### src/hdl/wsf_pkg.sv
package wsf_pkg;

    // default speed datapath width
    localparam int SPEED_WIDTH_DEF = 16;

    // filter weight: Q0.10, saturates at 0.85
    localparam logic [10:0] ALPHA_ONE       = 11'd1024;
    localparam logic [9:0]  ALPHA_MAX       = 10'd870;
    localparam int          ALPHA_SAT_DIFF  = 34;
    // divide by 3072 is a shift by 10 followed by a divide by 3
    localparam int          DIV_SHIFT       = 10;
    // Q8.8 gains
    localparam int          GAIN_FRAC       = 8;
    localparam int          MAC_B_WIDTH     = 17;

    // apb register map
    localparam int CFG_ADDR_WIDTH = 5;
    localparam int CFG_DATA_WIDTH = 32;

    typedef enum logic [2:0] {
        REG_PROP_GAIN      = 3'd0,
        REG_INTEG_GAIN     = 3'd1,
        REG_LEFT_DUTY_MAX  = 3'd2,
        REG_LEFT_DUTY_MIN  = 3'd3,
        REG_RIGHT_DUTY_MAX = 3'd4,
        REG_RIGHT_DUTY_MIN = 3'd5
    } cfg_reg_t;

    localparam logic [15:0]        PROP_GAIN_RST  = 16'd2381;
    localparam logic [15:0]        INTEG_GAIN_RST = 16'd159;
    localparam logic signed [15:0] DUTY_MAX_RST   = 16'sd900;
    localparam logic signed [15:0] DUTY_MIN_RST   = -16'sd900;

    typedef struct packed {
        logic [15:0]        prop_gain;
        logic [15:0]        integ_gain;
        logic signed [15:0] left_duty_max;
        logic signed [15:0] left_duty_min;
        logic signed [15:0] right_duty_max;
        logic signed [15:0] right_duty_min;
    } cfg_t;

    typedef struct packed {
        logic [14:0]        left_count;
        logic               left_dir;
        logic [14:0]        right_count;
        logic               right_dir;
        logic signed [15:0] left_target;
        logic signed [15:0] right_target;
    } in_item_t;

    typedef struct packed {
        logic [15:0]        left_magnitude;
        logic               left_reverse;
        logic [15:0]        right_magnitude;
        logic               right_reverse;
        logic signed [15:0] left_speed_out;
        logic signed [15:0] right_speed_out;
    } out_item_t;

    typedef enum logic [0:0] {
        MAC_LOAD = 1'b0,
        MAC_ACC  = 1'b1
    } mac_op_t;

    // floor(d * 1024 / 40) for differences below the saturation point
    function automatic logic [9:0] alpha_lut(input logic [5:0] d);
        logic [9:0] r;
        case (d)
            6'd0:    r = 10'd0;
            6'd1:    r = 10'd25;
            6'd2:    r = 10'd51;
            6'd3:    r = 10'd76;
            6'd4:    r = 10'd102;
            6'd5:    r = 10'd128;
            6'd6:    r = 10'd153;
            6'd7:    r = 10'd179;
            6'd8:    r = 10'd204;
            6'd9:    r = 10'd230;
            6'd10:   r = 10'd256;
            6'd11:   r = 10'd281;
            6'd12:   r = 10'd307;
            6'd13:   r = 10'd332;
            6'd14:   r = 10'd358;
            6'd15:   r = 10'd384;
            6'd16:   r = 10'd409;
            6'd17:   r = 10'd435;
            6'd18:   r = 10'd460;
            6'd19:   r = 10'd486;
            6'd20:   r = 10'd512;
            6'd21:   r = 10'd537;
            6'd22:   r = 10'd563;
            6'd23:   r = 10'd588;
            6'd24:   r = 10'd614;
            6'd25:   r = 10'd640;
            6'd26:   r = 10'd665;
            6'd27:   r = 10'd691;
            6'd28:   r = 10'd716;
            6'd29:   r = 10'd742;
            6'd30:   r = 10'd768;
            6'd31:   r = 10'd793;
            6'd32:   r = 10'd819;
            6'd33:   r = 10'd844;
            default: r = ALPHA_MAX;
        endcase
        return r;
    endfunction

endpackage

### src/hdl/wheel_speed_filter_pi_loop_core.sv
// each transaction runs the left wheel and then the right wheel through the sequencer states, with
//   D = ceil((max(SPEED_WIDTH+13, 29) - 10) / 8) passes of the divide-by-3 unit (3 at default)
// a new transaction is taken only when the core is idle again; the two wheels
//   run in turn through one shared multiply-accumulate unit and one divide-by-3 unit
// a stalled result holds the core in its last state until the result is taken
// reset: rst_n clears control, history, errors and duties; config takes its reset values
module wheel_speed_filter_pi_loop_core #(
    parameter int SPEED_WIDTH = wsf_pkg::SPEED_WIDTH_DEF
) (
    input  logic                               clk,
    input  logic                               rst_n,
    input  logic                               in_valid,
    output logic                               in_stall,
    input  wsf_pkg::in_item_t                  in_item,
    output logic                               out_valid,
    input  logic                               out_stall,
    output wsf_pkg::out_item_t                 out_item,
    input  logic                               psel,
    input  logic                               penable,
    input  logic                               pwrite,
    input  logic [wsf_pkg::CFG_ADDR_WIDTH-1:0] paddr,
    input  logic [wsf_pkg::CFG_DATA_WIDTH-1:0] pwdata,
    output logic [wsf_pkg::CFG_DATA_WIDTH-1:0] prdata,
    output logic                               pready
);
    import wsf_pkg::*;

    localparam int SW = SPEED_WIDTH;
    localparam int MA = (SW + 2 > 18) ? SW + 2 : 18;
    localparam int AW = MA + MAC_B_WIDTH + 1;
    localparam int NW = (SW + 13 > 29) ? SW + 13 : 29;
    localparam int DW = NW - DIV_SHIFT;
    localparam int TW = ((SW > 16) ? SW : 16) + 1;

    localparam logic signed [SW-1:0] SPD_MAX = {1'b0, {(SW-1){1'b1}}};
    localparam logic signed [SW-1:0] SPD_MIN = {1'b1, {(SW-1){1'b0}}};

    typedef enum logic [11:0] {
        ST_IDLE = 12'b0000_0000_0001,
        ST_PREP = 12'b0000_0000_0010,
        ST_MUL1 = 12'b0000_0000_0100,
        ST_MUL2 = 12'b0000_0000_1000,
        ST_DIV0 = 12'b0000_0001_0000,
        ST_DIVW = 12'b0000_0010_0000,
        ST_SPD  = 12'b0000_0100_0000,
        ST_ERR  = 12'b0000_1000_0000,
        ST_MUL3 = 12'b0001_0000_0000,
        ST_MUL4 = 12'b0010_0000_0000,
        ST_DUTY = 12'b0100_0000_0000,
        ST_DONE = 12'b1000_0000_0000
    } state_t;

    state_t state_reg;
    state_t state_next;
    logic   wh_reg;

    cfg_t   cfg;

    // state per wheel
    logic signed [SW-1:0] hist_reg [2][3];
    logic signed [SW-1:0] prev_reg [2];
    logic signed [15:0]   duty_reg [2];

    // per-item working registers
    in_item_t             in_reg;
    logic signed [17:0]   x3_reg;
    logic signed [SW+1:0] sum_reg;
    logic [9:0]           alpha_reg;
    logic                 neg_reg;
    logic signed [SW-1:0] y_reg;
    logic signed [SW-1:0] e_reg;
    logic signed [SW:0]   de_reg;
    logic signed [15:0]   spd_reg [2];
    logic                 out_valid_reg;
    out_item_t            out_item_reg;

    // shared unit hookup
    logic                   mac_en;
    mac_op_t                mac_op;
    logic signed [MA-1:0]   mac_a;
    logic signed [MAC_B_WIDTH-1:0] mac_b;
    logic signed [AW-1:0]   acc;
    logic                   div_start;
    logic                   div_done;
    logic [DW-1:0]          div_dividend;
    logic [DW-1:0]          div_quot;

    // combinational step results
    logic [14:0]          cnt_cur;
    logic                 cnt_neg;
    logic signed [15:0]   x_cur;
    logic signed [SW-1:0] h0;
    logic signed [SW-1:0] h1;
    logic signed [SW-1:0] h2;
    logic signed [TW-1:0] dx;
    logic [TW-1:0]        dx_abs;
    logic [9:0]           alpha_next;
    logic signed [17:0]   x3_next;
    logic signed [SW+1:0] sum_next;
    logic signed [NW-1:0] num;
    logic [NW-1:0]        num_mag;
    logic signed [DW:0]   qs;
    logic signed [SW-1:0] y_next;
    logic signed [15:0]   target_cur;
    logic signed [TW-1:0] err_raw;
    logic signed [SW-1:0] e_next;
    logic signed [SW:0]   de_next;
    logic signed [AW-1:0] delta;
    logic signed [AW-1:0] duty_sum;
    logic signed [15:0]   dmax;
    logic signed [15:0]   dmin;
    logic signed [15:0]   duty_next;
    logic signed [SW+15:0] y_wide;
    logic                 out_load;

    wsf_cfg u_cfg (
        .clk     (clk),
        .rst_n   (rst_n),
        .psel    (psel),
        .penable (penable),
        .pwrite  (pwrite),
        .paddr   (paddr),
        .pwdata  (pwdata),
        .prdata  (prdata),
        .pready  (pready),
        .cfg     (cfg)
    );

    wsf_mac #(
        .A_WIDTH (MA)
    ) u_mac (
        .clk   (clk),
        .rst_n (rst_n),
        .en    (mac_en),
        .op    (mac_op),
        .a     (mac_a),
        .b     (mac_b),
        .acc   (acc)
    );

    wsf_div3 #(
        .DIV_WIDTH (DW)
    ) u_div3 (
        .clk      (clk),
        .rst_n    (rst_n),
        .start    (div_start),
        .dividend (div_dividend),
        .done     (div_done),
        .quot     (div_quot)
    );

    assign in_stall  = (state_reg != ST_IDLE);
    assign out_valid = out_valid_reg;
    assign out_item  = out_item_reg;

    // filter setup: signed speed, weight, history sum
    always_comb
    begin
        cnt_cur  = wh_reg ? in_reg.right_count : in_reg.left_count;
        cnt_neg  = wh_reg ? ~in_reg.right_dir : in_reg.left_dir;
        x_cur    = cnt_neg ? -$signed({1'b0, cnt_cur}) : $signed({1'b0, cnt_cur});
        h0       = hist_reg[wh_reg][0];
        h1       = hist_reg[wh_reg][1];
        h2       = hist_reg[wh_reg][2];
        dx       = TW'(x_cur) - TW'(h0);
        dx_abs   = dx[TW-1] ? TW'(-dx) : TW'(dx);
        alpha_next = (dx_abs < TW'(ALPHA_SAT_DIFF)) ? alpha_lut(dx_abs[5:0]) : ALPHA_MAX;
        x3_next  = 18'(x_cur) + (18'(x_cur) <<< 1);
        sum_next = (SW+2)'(h0) + (SW+2)'(h1) + (SW+2)'(h2);
    end

    // shared multiplier operand selection
    always_comb
    begin
        mac_en = 1'b0;
        mac_op = MAC_LOAD;
        mac_a  = '0;
        mac_b  = '0;
        case (state_reg)
            ST_MUL1:
            begin
                mac_en = 1'b1;
                mac_op = MAC_LOAD;
                mac_a  = MA'(x3_reg);
                mac_b  = $signed({6'd0, ALPHA_ONE - {1'b0, alpha_reg}});
            end
            ST_MUL2:
            begin
                mac_en = 1'b1;
                mac_op = MAC_ACC;
                mac_a  = MA'(sum_reg);
                mac_b  = $signed({7'd0, alpha_reg});
            end
            ST_MUL3:
            begin
                mac_en = 1'b1;
                mac_op = MAC_LOAD;
                mac_a  = MA'(de_reg);
                mac_b  = $signed({1'b0, cfg.prop_gain});
            end
            ST_MUL4:
            begin
                mac_en = 1'b1;
                mac_op = MAC_ACC;
                mac_a  = MA'(e_reg);
                mac_b  = $signed({1'b0, cfg.integ_gain});
            end
            default:
            begin
                mac_en = 1'b0;
            end
        endcase
    end

    // filter numerator to magnitude, divide by 1024 then by 3
    assign num          = $signed(acc[NW-1:0]);
    assign num_mag      = num[NW-1] ? NW'(-num) : NW'(num);
    assign div_dividend = num_mag[NW-1:DIV_SHIFT];
    assign div_start    = (state_reg == ST_DIV0);

    // filtered speed: restore sign and saturate
    always_comb
    begin
        qs = neg_reg ? -$signed({1'b0, div_quot}) : $signed({1'b0, div_quot});
        if (qs > (DW+1)'(SPD_MAX))
        begin
            y_next = SPD_MAX;
        end
        else if (qs < (DW+1)'(SPD_MIN))
        begin
            y_next = SPD_MIN;
        end
        else
        begin
            y_next = SW'(qs);
        end
    end

    // speed error and its increment
    always_comb
    begin
        target_cur = wh_reg ? in_reg.right_target : in_reg.left_target;
        err_raw    = TW'(target_cur) - TW'(y_reg);
        if (err_raw > TW'(SPD_MAX))
        begin
            e_next = SPD_MAX;
        end
        else if (err_raw < TW'(SPD_MIN))
        begin
            e_next = SPD_MIN;
        end
        else
        begin
            e_next = SW'(err_raw);
        end
        de_next = (SW+1)'(e_next) - (SW+1)'(prev_reg[wh_reg]);
    end

    // duty update: truncate toward zero, add, clamp max then min
    always_comb
    begin
        delta    = acc[AW-1] ? ((acc + AW'((1 << GAIN_FRAC) - 1)) >>> GAIN_FRAC)
                             : (acc >>> GAIN_FRAC);
        duty_sum = AW'(duty_reg[wh_reg]) + delta;
        dmax     = wh_reg ? cfg.right_duty_max : cfg.left_duty_max;
        dmin     = wh_reg ? cfg.right_duty_min : cfg.left_duty_min;
        duty_next = duty_sum[15:0];
        if (duty_sum > AW'(dmax))
        begin
            duty_next = dmax;
        end
        if (duty_next > dmin)
        begin
            duty_next = duty_next;
        end
        if ((duty_sum > AW'(dmax) ? AW'(dmax) : duty_sum) < AW'(dmin))
        begin
            duty_next = dmin;
        end
    end

    // sequencer
    assign out_load = (state_reg == ST_DONE) && (!out_valid_reg || !out_stall);

    always_comb
    begin
        state_next = state_reg;
        case (state_reg)
            ST_IDLE: state_next = in_valid ? ST_PREP : ST_IDLE;
            ST_PREP: state_next = ST_MUL1;
            ST_MUL1: state_next = ST_MUL2;
            ST_MUL2: state_next = ST_DIV0;
            ST_DIV0: state_next = ST_DIVW;
            ST_DIVW: state_next = div_done ? ST_SPD : ST_DIVW;
            ST_SPD:  state_next = ST_ERR;
            ST_ERR:  state_next = ST_MUL3;
            ST_MUL3: state_next = ST_MUL4;
            ST_MUL4: state_next = ST_DUTY;
            ST_DUTY: state_next = wh_reg ? ST_DONE : ST_PREP;
            ST_DONE: state_next = out_load ? ST_IDLE : ST_DONE;
            default: state_next = ST_IDLE;
        endcase
    end

    // control and loop state
    always_ff @(posedge clk or negedge rst_n)
    begin
        if (!rst_n)
        begin
            state_reg     <= ST_IDLE;
            wh_reg        <= 1'b0;
            out_valid_reg <= 1'b0;
            for (int w = 0; w < 2; w++)
            begin
                for (int k = 0; k < 3; k++)
                begin
                    hist_reg[w][k] <= '0;
                end
                prev_reg[w] <= '0;
                duty_reg[w] <= '0;
            end
        end
        else
        begin
            state_reg <= state_next;
            if (state_reg == ST_DUTY)
            begin
                wh_reg             <= ~wh_reg;
                duty_reg[wh_reg]   <= duty_next;
            end
            if (state_reg == ST_SPD)
            begin
                hist_reg[wh_reg][2] <= hist_reg[wh_reg][1];
                hist_reg[wh_reg][1] <= hist_reg[wh_reg][0];
                hist_reg[wh_reg][0] <= y_next;
            end
            if (state_reg == ST_ERR)
            begin
                prev_reg[wh_reg] <= e_next;
            end
            if (out_load)
            begin
                out_valid_reg <= 1'b1;
            end
            else if (!out_stall)
            begin
                out_valid_reg <= 1'b0;
            end
        end
    end

    // speed output field is the low 16 bits of the sign-extended speed
    assign y_wide = (SW+16)'(y_next);

    // payload registers
    always_ff @(posedge clk)
    begin
        if ((state_reg == ST_IDLE) && in_valid)
        begin
            in_reg <= in_item;
        end
        if (state_reg == ST_PREP)
        begin
            x3_reg    <= x3_next;
            sum_reg   <= sum_next;
            alpha_reg <= alpha_next;
        end
        if (state_reg == ST_DIV0)
        begin
            neg_reg <= num[NW-1];
        end
        if (state_reg == ST_SPD)
        begin
            y_reg           <= y_next;
            spd_reg[wh_reg] <= y_wide[15:0];
        end
        if (state_reg == ST_ERR)
        begin
            e_reg  <= e_next;
            de_reg <= de_next;
        end
        if (out_load)
        begin
            out_item_reg.left_magnitude  <= duty_reg[0][15] ? 16'(-duty_reg[0])
                                                            : 16'(duty_reg[0]);
            out_item_reg.left_reverse    <= duty_reg[0][15];
            out_item_reg.right_magnitude <= duty_reg[1][15] ? 16'(-duty_reg[1])
                                                            : 16'(duty_reg[1]);
            out_item_reg.right_reverse   <= duty_reg[1][15];
            out_item_reg.left_speed_out  <= spd_reg[0];
            out_item_reg.right_speed_out <= spd_reg[1];
        end
    end

endmodule

### src/hdl/wsf_cfg.sv
module wsf_cfg (
    input  logic                                 clk,
    input  logic                                 rst_n,
    input  logic                                 psel,
    input  logic                                 penable,
    input  logic                                 pwrite,
    input  logic [wsf_pkg::CFG_ADDR_WIDTH-1:0]   paddr,
    input  logic [wsf_pkg::CFG_DATA_WIDTH-1:0]   pwdata,
    output logic [wsf_pkg::CFG_DATA_WIDTH-1:0]   prdata,
    output logic                                 pready,
    output wsf_pkg::cfg_t                        cfg
);
    import wsf_pkg::*;

    cfg_t       cfg_reg;
    logic       wr_en;
    logic [2:0] reg_idx;

    assign pready  = 1'b1;
    assign wr_en   = psel & penable & pwrite;
    assign reg_idx = paddr[CFG_ADDR_WIDTH-1:2];
    assign cfg     = cfg_reg;

    // register writes, out-of-range indexes dropped
    always_ff @(posedge clk or negedge rst_n)
    begin
        if (!rst_n)
        begin
            cfg_reg.prop_gain      <= PROP_GAIN_RST;
            cfg_reg.integ_gain     <= INTEG_GAIN_RST;
            cfg_reg.left_duty_max  <= DUTY_MAX_RST;
            cfg_reg.left_duty_min  <= DUTY_MIN_RST;
            cfg_reg.right_duty_max <= DUTY_MAX_RST;
            cfg_reg.right_duty_min <= DUTY_MIN_RST;
        end
        else if (wr_en)
        begin
            case (reg_idx)
                REG_PROP_GAIN:      cfg_reg.prop_gain      <= pwdata[15:0];
                REG_INTEG_GAIN:     cfg_reg.integ_gain     <= pwdata[15:0];
                REG_LEFT_DUTY_MAX:  cfg_reg.left_duty_max  <= $signed(pwdata[15:0]);
                REG_LEFT_DUTY_MIN:  cfg_reg.left_duty_min  <= $signed(pwdata[15:0]);
                REG_RIGHT_DUTY_MAX: cfg_reg.right_duty_max <= $signed(pwdata[15:0]);
                REG_RIGHT_DUTY_MIN: cfg_reg.right_duty_min <= $signed(pwdata[15:0]);
                default:            ;
            endcase
        end
    end

    // read mux, signed limits sign-extended
    always_comb
    begin
        case (reg_idx)
            REG_PROP_GAIN:      prdata = {16'd0, cfg_reg.prop_gain};
            REG_INTEG_GAIN:     prdata = {16'd0, cfg_reg.integ_gain};
            REG_LEFT_DUTY_MAX:  prdata = CFG_DATA_WIDTH'(cfg_reg.left_duty_max);
            REG_LEFT_DUTY_MIN:  prdata = CFG_DATA_WIDTH'(cfg_reg.left_duty_min);
            REG_RIGHT_DUTY_MAX: prdata = CFG_DATA_WIDTH'(cfg_reg.right_duty_max);
            REG_RIGHT_DUTY_MIN: prdata = CFG_DATA_WIDTH'(cfg_reg.right_duty_min);
            default:            prdata = '0;
        endcase
    end

endmodule

### src/hdl/wsf_mac.sv
module wsf_mac #(
    parameter int A_WIDTH = 18
) (
    input  logic                                   clk,
    input  logic                                   rst_n,
    input  logic                                   en,
    input  wsf_pkg::mac_op_t                       op,
    input  logic signed [A_WIDTH-1:0]              a,
    input  logic signed [wsf_pkg::MAC_B_WIDTH-1:0] b,
    output logic signed [A_WIDTH+wsf_pkg::MAC_B_WIDTH:0] acc
);
    import wsf_pkg::*;

    localparam int AW = A_WIDTH + MAC_B_WIDTH + 1;

    logic signed [AW-1:0] acc_reg;
    logic signed [AW-1:0] acc_next;
    logic signed [AW-1:0] prod;

    assign prod = AW'(a * b);
    assign acc  = acc_reg;

    // load or accumulate one product
    always_comb
    begin
        case (op)
            MAC_LOAD: acc_next = prod;
            MAC_ACC:  acc_next = acc_reg + prod;
            default:  acc_next = prod;
        endcase
    end

    always_ff @(posedge clk or negedge rst_n)
    begin
        if (!rst_n)
        begin
            acc_reg <= '0;
        end
        else if (en)
        begin
            acc_reg <= acc_next;
        end
    end

endmodule

### src/hdl/wsf_div3.sv
module wsf_div3 #(
    parameter int DIV_WIDTH = 20
) (
    input  logic                 clk,
    input  logic                 rst_n,
    input  logic                 start,
    input  logic [DIV_WIDTH-1:0] dividend,
    output logic                 done,
    output logic [DIV_WIDTH-1:0] quot
);
    localparam int STEPS = (DIV_WIDTH + 7) / 8;
    localparam int PW    = STEPS * 8;
    localparam int CW    = (STEPS > 1) ? $clog2(STEPS) : 1;

    logic          busy_reg;
    logic          done_reg;
    logic [CW-1:0] cnt_reg;
    logic [PW-1:0] sh_reg;
    logic [PW-1:0] q_reg;
    logic [1:0]    r_reg;

    logic [7:0]    qbits;
    logic [1:0]    r_next;
    logic [2:0]    t;
    logic          last;

    assign done = done_reg;
    assign quot = q_reg[DIV_WIDTH-1:0];
    assign last = (cnt_reg == CW'(STEPS - 1));

    // eight radix-2 steps of long division by three, msb first
    always_comb
    begin
        r_next = r_reg;
        qbits  = '0;
        t      = '0;
        for (int i = 0; i < 8; i++)
        begin
            t = {r_next, sh_reg[PW-1-i]};
            if (t >= 3'd3)
            begin
                qbits[7-i] = 1'b1;
                r_next     = 2'(t - 3'd3);
            end
            else
            begin
                r_next = t[1:0];
            end
        end
    end

    // sequencing
    always_ff @(posedge clk or negedge rst_n)
    begin
        if (!rst_n)
        begin
            busy_reg <= 1'b0;
            done_reg <= 1'b0;
            cnt_reg  <= '0;
        end
        else
        begin
            done_reg <= busy_reg & last;
            if (start)
            begin
                busy_reg <= 1'b1;
                cnt_reg  <= '0;
            end
            else if (busy_reg)
            begin
                busy_reg <= ~last;
                cnt_reg  <= cnt_reg + CW'(1);
            end
        end
    end

    // datapath
    always_ff @(posedge clk)
    begin
        if (start)
        begin
            sh_reg <= PW'(dividend);
            q_reg  <= '0;
            r_reg  <= '0;
        end
        else if (busy_reg)
        begin
            sh_reg <= sh_reg << 8;
            q_reg  <= PW'({q_reg, qbits});
            r_reg  <= r_next;
        end
    end

endmodule

### config.mk
export PLATFORM = sky130hd
export DESIGN_NAME = wheel_speed_filter_pi_loop_core
export DESIGN_NICKNAME = d
export VERILOG_FILES = /design/src/hdl/wsf_pkg.sv /design/src/hdl/wheel_speed_filter_pi_loop_core.sv /design/src/hdl/wsf_cfg.sv /design/src/hdl/wsf_mac.sv /design/src/hdl/wsf_div3.sv
export SDC_FILE = /design/constraint.sdc
export NUM_CORES = 2
export LEC_CHECK = 0
export BUFFER_PORTS_ARGS = -buffer_cell sky130_fd_sc_hd__clkbuf_2
export CAP_MARGIN = 0
export CORE_ASPECT_RATIO = 1.4
export CORE_MARGIN = 2
export CORE_UTILIZATION = 60
export CTS_BUF_LIST = sky130_fd_sc_hd__clkbuf_2 sky130_fd_sc_hd__clkbuf_4 sky130_fd_sc_hd__clkbuf_8
export CTS_CLUSTER_DIAMETER = 50
export CTS_CLUSTER_SIZE = 30
export DETAILED_ROUTE_END_ITERATION = 6
export PLACE_DENSITY = 0.78
export SKIP_CTS_REPAIR_TIMING = 1
export SYNTH_ARGS = -nofsm -noshare
export SYNTH_HDL_FRONTEND = slang
export SYNTH_HIERARCHICAL = 1
export SYNTH_SLANG_ARGS = --single-unit
### constraint.sdc
create_clock -name clk -period 16.66 [get_ports clk]
set_input_delay 3.332 -clock clk [delete_from_list [all_inputs] [get_ports clk]]
set_output_delay 3.332 -clock clk [all_outputs]
set_load 0.02 [all_outputs]
# ---- After elaboration in Yosys (flattened, before gate mapping)
# Memory sizes are Yosys's and may differ from the RTL's. A register that Yosys moved wholly into a read port is not among the register bits.
# Index checks and enable logic that the tools add are counted.
dict set report word_totals {
  regBits 539
  mem_bits_rw 32
  romBits 640
  in_bits 108
  out_inout_bits 101
  wordCells 213
  n_memories 2
}
# name words width rd rd_clocked_by_memory_dff write_ports line
set mem_list {}
lappend mem_list {{(no name shown)} 64 10 1 1 0 wsf_pkg.sv:69} ;# case (d)
lappend mem_list {spd_reg 2 16 2 2 1 wheel_speed_filter_pi_loop_core.sv:73} ;# logic signed [15:0] spd_reg [2];
dict set report classes {
  add_sub_neg 25
  multipliers 1
  order_cmp 17
  n_eq_ne 20
  n_mux 78
  bitwise 8
  reduce_logical 17
}
# cell count
set op_table {}
lappend op_table {{bitwise mux 96 bit} 3}
lappend op_table {{2-to-1 mux 16 bit} 18}
lappend op_table {{2-to-1 mux 48 bit} 4}
lappend op_table {{one-hot mux 32 bit (6 select lines)} 1}
lappend op_table {{demux 48 bit (select 1 bit)} 3}
lappend op_table {{one-hot mux 12 bit (12 select lines)} 1}
lappend op_table {{2-to-1 mux 36 bit} 2}
lappend op_table {{one-hot mux 18 bit (4 select lines)} 1}
lappend op_table {{one-hot mux 36 bit (2 select lines)} 1}
lappend op_table {{bitwise mux 32 bit} 2}
lappend op_table {{one-hot mux 16 bit (4 select lines)} 1}
lappend op_table {{subtractor 16 x 16 -> 17 bit} 3}
lappend op_table {{2-to-1 mux 15 bit} 3}
lappend op_table {{2-to-1 mux 19 bit} 2}
lappend op_table {{adder 16 x 36 -> 36 bit} 1}
lappend op_table {{adder 36 bit} 1}
lappend op_table {{adder 36 x 9 -> 36 bit (second input constant)} 1}
lappend op_table {{> comparator 36 x 16 -> 1 bit} 1}
lappend op_table {{< comparator 36 x 16 -> 1 bit} 1}
lappend op_table {{multiplier 18 x 17 -> 35 bit} 1}
lappend op_table {{2-to-1 mux 32 bit} 1}
lappend op_table {{negation 16 bit} 2}
lappend op_table {{2-to-1 mux 29 bit} 1}
lappend op_table {{negation 29 bit} 1}
lappend op_table {{other kinds (53)} 110}

# ---- Longest topological paths before layout
dict set report depth {
  word_depth 16
  ltp_mapped 44
  ltp_nobuf 42
}

# ---- By module
# The synthesis kept the hierarchy.
# mod instances cells_per_inst area_per_inst_um2 seq_area_each_um2
set by_module_without_submodules {}
lappend by_module_without_submodules {wheel_speed_filter_pi_loop_core 1 2752 27571.4 12012.8}
lappend by_module_without_submodules {wsf_mac 1 1660 14809.2 900.9}
lappend by_module_without_submodules {wsf_cfg 1 338 4606.9 2454.9}
lappend by_module_without_submodules {wsf_div3 1 269 2683.8 1191.1}

# ---- Worst setup path after synthesis
# Ideal clock, no wire load.
dict set report synth_timing {
  kind {flip-flop to flip-flop}
  start {register wh_reg}
  end {register duty_reg[16] (netlist name)}
  setup_time_ns 0.138
  arrival_ns 10.244
  required_time_ns 16.522
  setup_slack_ns 6.278
  path_stages_with_launch 40
  synth_period_minus_slack_ns 10.382
  cell_sequence {dfrtp_1 -> clkbuf_1 -> buf_1 -> buf_2 -> buf_1 -> clkbuf_1 -> buf_1 -> mux2_2 -> ha_1 -> a211o_1 -> a2111oi_0 -> nand2_1 -> o21ai_0 -> o211ai_1 -> a31oi_1 -> a21o_1 -> ha_1 -> nand2_1 -> [... 4 more ...] -> xnor2_1 -> nand2b_1 -> clkbuf_1 -> clkbuf_1 -> clkbuf_1 -> mux2_2 -> ha_1 -> nand3_1 -> o22ai_1 -> o31ai_1 -> nor4bb_1 -> nand3_1 -> o31ai_1 -> nand4b_1 -> o21ai_1 -> buf_2 -> mux2i_1 -> o21ai_0}
}
dict set report synth_via {
  elab_chain_len 10
}
# item line
set synth_lines {}
lappend synth_lines {{from (decl)} wheel_speed_filter_pi_loop_core.sv:55} ;# logic wh_reg;
lappend synth_lines {{from (signal assigned)} wheel_speed_filter_pi_loop_core.sv:328} ;# wh_reg <= ~wh_reg;
lappend synth_lines {{inverter 1 -> 2 bit (not written as such)} {wheel_speed_filter_pi_loop_core.sv:264, wheel_speed_filter_pi_loop_core.sv:329}}
lappend synth_lines {{2-to-1 mux 16 bit (not written as such) (3 in a row)} wheel_speed_filter_pi_loop_core.sv:264} ;# duty_sum = AW'(duty_reg[wh_reg]) + delta;
lappend synth_lines {{adder 16 x 36 -> 36 bit} wheel_speed_filter_pi_loop_core.sv:264}
lappend synth_lines {{> comparator 36 x 16 -> 1 bit} {wheel_speed_filter_pi_loop_core.sv:268, wheel_speed_filter_pi_loop_core.sv:276}}
lappend synth_lines {{2-to-1 mux 36 bit} wheel_speed_filter_pi_loop_core.sv:276} ;# if ((duty_sum > AW'(dmax) ? AW'(dmax) : duty_sum) < AW'(dmin))
lappend synth_lines {{< comparator 36 x 16 -> 1 bit} wheel_speed_filter_pi_loop_core.sv:276}
lappend synth_lines {{2-to-1 mux 16 bit} wheel_speed_filter_pi_loop_core.sv:276}
lappend synth_lines {{bitwise mux 32 bit *} wheel_speed_filter_pi_loop_core.sv:329} ;# duty_reg[wh_reg] <= duty_next;
lappend synth_lines {{to (signal, indexed assignment)} wheel_speed_filter_pi_loop_core.sv:329}
lappend synth_lines {{to (decl)} wheel_speed_filter_pi_loop_core.sv:62} ;# logic signed [15:0] duty_reg [2];
# Mark *: on every way between the ends. The rest lies on a longest branch, timed or not. The select of a mux whose other input is x is not followed.
# A chain may end at the register's enable or synchronous reset.

# ---- Worst setup path after layout
dict set report layout_timing {
  start {register state_reg[5]}
  end {register u_mac.acc_reg[35] (netlist: u_mac/acc[35])}
}
dict set report layout_via {
  elab_chain_len 5
}
# item line
set layout_lines {}
lappend layout_lines {{from (decl)} wheel_speed_filter_pi_loop_core.sv:53} ;# state_t state_reg;
lappend layout_lines {{from (signal assigned)} wheel_speed_filter_pi_loop_core.sv:325} ;# state_reg <= state_next;
lappend layout_lines {{== test 12 x 10 -> 1 bit, or another cell as far along} wheel_speed_filter_pi_loop_core.sv:179} ;# case (state_reg)
lappend layout_lines {{one-hot mux 16 bit (4 select lines) *} wheel_speed_filter_pi_loop_core.sv:179}
lappend layout_lines {{named net mac_b[4]} wheel_speed_filter_pi_loop_core.sv:81} ;# logic signed [MAC_B_WIDTH-1:0] mac_b;
lappend layout_lines {{multiplier 18 x 17 -> 35 bit *} wsf_mac.sv:20} ;# assign prod = AW'(a * b);
lappend layout_lines {{adder 36 bit} wsf_mac.sv:28} ;# MAC_ACC: acc_next = acc_reg + prod;
lappend layout_lines {{one-hot mux 36 bit (2 select lines) *} wsf_mac.sv:26} ;# case (op)
lappend layout_lines {{to (signal assigned)} wsf_mac.sv:41} ;# acc_reg <= acc_next;
lappend layout_lines {{to (decl)} wsf_mac.sv:16} ;# logic signed [AW-1:0] acc_reg;
# The timed path passes the listed nets; every way through them passes the cells marked *.

==> results.yml <==
floorplanning:
  start_util_pct: 60.8
  dieArea_mm2: 0.0851
  ios: 209
  die_w_um: 247
  core-area_mm2: 0.0818
  rows: 124
  dieHeight_um: 344
synthesis:
  seq_area_frac_synth_pct: 33.3
  yosys-top-cells-area: "edfxtp_1, fa_1, dfrtp_1"
  synth.most_common_cell: "nand2_1"
  post-synth-top-area-cell: "edfxtp_1"
  ys_async_sr_fraction_pct: 50.8
  ys_top_cells_by_count: "nand2_1, inv_1, fa_1"
  synth_cells: 5019
  syn_area_mm2: 0.0497
  synth_edf_count: 274
  avgSynthCellArea_um2: 9.90
  synthDominantCellAreaShare_pct: 16.6
  synth_ff_type: "edfxtp_1"
  synth_seq_cells: 610
  synth_warnings: 6
  ys_types: 110
placed_design:
  placed_cells: 6105
  dp_hpwl_um: 97400
  port_buffers: 189
  gp_congestion: 0.952
  postPlaceCellArea_mm2: 0.0514
power:
  p_per_area_mw_per_mm2: 131
  p_total_w: 0.00692
  vdd_drop_max_mv: 0.114
  leakage_nw: 24.0
global_routing:
  grt_pass1_vias: 38100
  antenna_found_initial: 3
  met1_usage_pct: 34.8
  grt_util_met3_pct: 4.37
  overflow: 0
  grtUsageTotal_pct: 30.3
  busiest_layer: "met2"
  grt_max_degree: 112
  grt_util_met2_pct: 54.0
  grt_first_pass_wirelength_um: 202000
timing:
  skew_ns: 0.0687
  relSlewSlack_pct: 17.2
  max_freq_ghz: 0.0845
  maxSlewViolCount: 0
  tns_ns: 0
  post-route-min-period_ns: 11.83
  rsz0062_at_grt: "no"
  tightestPinTransition_ns: 1.24
  finalHoldViolCount: 0
  setup_viol: 0
  finalCritPeriodShare_pct: 71.0
worst_setup_path:
  cp-start-kind: "register"
  slowest_stage: "nor3b_2"
  cp-end-kind: "register"
  path_class: "register to register"
  worstPathRequired_ns: 17.23
  crit_path_max_fanout: 18
  critPathMostFrequentCell: "fa_1"
  crit_path_max_incr_delay_ns: 1.01
  arrival_ns: 12.40
clock_tree:
  clock_path_buffers: 3
  cts_sinks: 610
  root_buffer: "clkbuf_8"
  cts_buffers: 52
  cts_max_level: 2
  clk_latency_ns: 0.75
  clk_transition_reported_paths_ns: 0.13
  cts_tree: "built"
routing:
  drtAntennaViolNets: 0
  vias: 37300
  post-route-drc-count: 8
  drtIter0Drc: 2411
  wl_um: 127000
  drt_pre_antenna_iters: 7
  via_per_inst: 6.01
  wl_per_cell_um: 20.4
final_layout:
  drive_gt1_share_pct: 12.7
  final_area_mm2: 0.0528
  final-instance-count-excl-fill: 6204
  nFillCells: 6566
  seq_area_mm2: 0.0166
  nNetsFinal: 5856
  multi_input_area_mm2: 0.0304
  area_growth_pct: 6.35
job:
  cap_violations: 0
run_status:
  status: "finished, violations left"
  failed_checks: "design-rule violations"
min_path:
  worstHoldPathType: "register to register"
## per-layer routing
layer  share of wire, %  vias to the layer above
li1                   -                    17400
met2                 51                     1136
met3                5.5                      317
met4                6.1                        0
met1                 37                    18500
met5                  0                        -
## final cells by class
type,count,area share [%]
Inverter,513,3.65
Clock buffer,53,1.38
Multi-Input combinational cell,3687,57.5
Timing Repair Buffer,224,2.33
Clock inverter,44,1.24
Antenna cell,2,0.00947
Sequential cell,610,31.4
Tap cell,1071,2.54
## kinds of logic (layout without fill, tap and decap cells)
kind of cell | Yosys count | in the layout | synth area share, %
buffers and inverters | 727 | 834 | 5.71
other | 2 | 9 | 0.0151
muxes | 382 | 382 | 8.26
AOI/OAI and AO/OA | 916 | 916 | 12.3
and+or+nand+nor | 1456 | 1456 | 14.0
DFF | 610 | 610 | 33.3
xor gates and xnor gates | 264 | 264 | 4.67
adders and majority gates | 662 | 662 | 21.7
## power breakdown
group	total, W	internal (W)	switching, W
registers	0.00210	0.00185	0.000243
logic	0.00377	0.00149	0.00228
clock network	0.00105	0.000401	0.000650
total	0.00692	0.00375	0.00317
## through the flow
| stage | util [%] | setup slack, ns | hold WS (ns) |
|---|---|---|---|
| finish | 64.6 | 4.83 | 0.416 |
| detailed placement | 62.9 | 5.14 | 0.406 |
| CTS | 64.6 | 5.03 | 0.426 |
| global route | 64.6 | 4.17 | 0.430 |
| floorplan | - | 6.28 | 0.400 |
| global placement | 62.9 | 5.22 | 0.401 |
## layout by cell type, fill, tap and decap left out, types with 37 or more instances in the layout
cell type  instances
inv_1            511
xnor2_1          184
nor3_1            74
o21ai_0          211
xor2_1            79
nand4_1           37
a21oi_1          216
a21o_1            91
nand2_1          610
nor2_1           249
dfstp_2           43
clkbuf_2         188
mux2i_1          157
o21a_1            44
dfrtp_1          266
nand3_1           65
and2_1           185
nand2b_1          45
ha_1             326
mux2_2           214
clkbuf_8          53
fa_1             334
edfxtp_1         274
## critical path, delay by kind of cell (launching register included)
family,cells,cell delay [ns]
buffers and inverters,4,0.54
adders and majority gates,8,3.84
xor gates and xnor gates,1,0.30
DFF,1,0.42
muxes,1,0.13
and+or+nand+nor,12,2.99
AOI/OAI and AO/OA,13,3.40
## worst paths after layout
kind,endpoint,cells past startpoint,slack [ns],start
worst max-delay path,u_mac/acc[35]$_DFFE_PN0P_,39,4.83,state_reg[5]$_DFF_PN0_
worst min-delay path,out_item[16]$_DFFE_PP_,0,0.42,spd_reg[0][0]$_DFFE_PP_
worst max register to register,u_mac/acc[35]$_DFFE_PN0P_,39,4.83,state_reg[5]$_DFF_PN0_
worst min register to register,out_item[16]$_DFFE_PP_,0,0.42,spd_reg[0][0]$_DFFE_PP_
max in group asynchronous,wh_reg$_DFFE_PN0N_,2,12.40,rst_n
min in group asynchronous,hist_reg[76]$_DFFE_PN0P_,1,2.69,rst_n
Note: power is estimated with default switching activity, not from simulation.
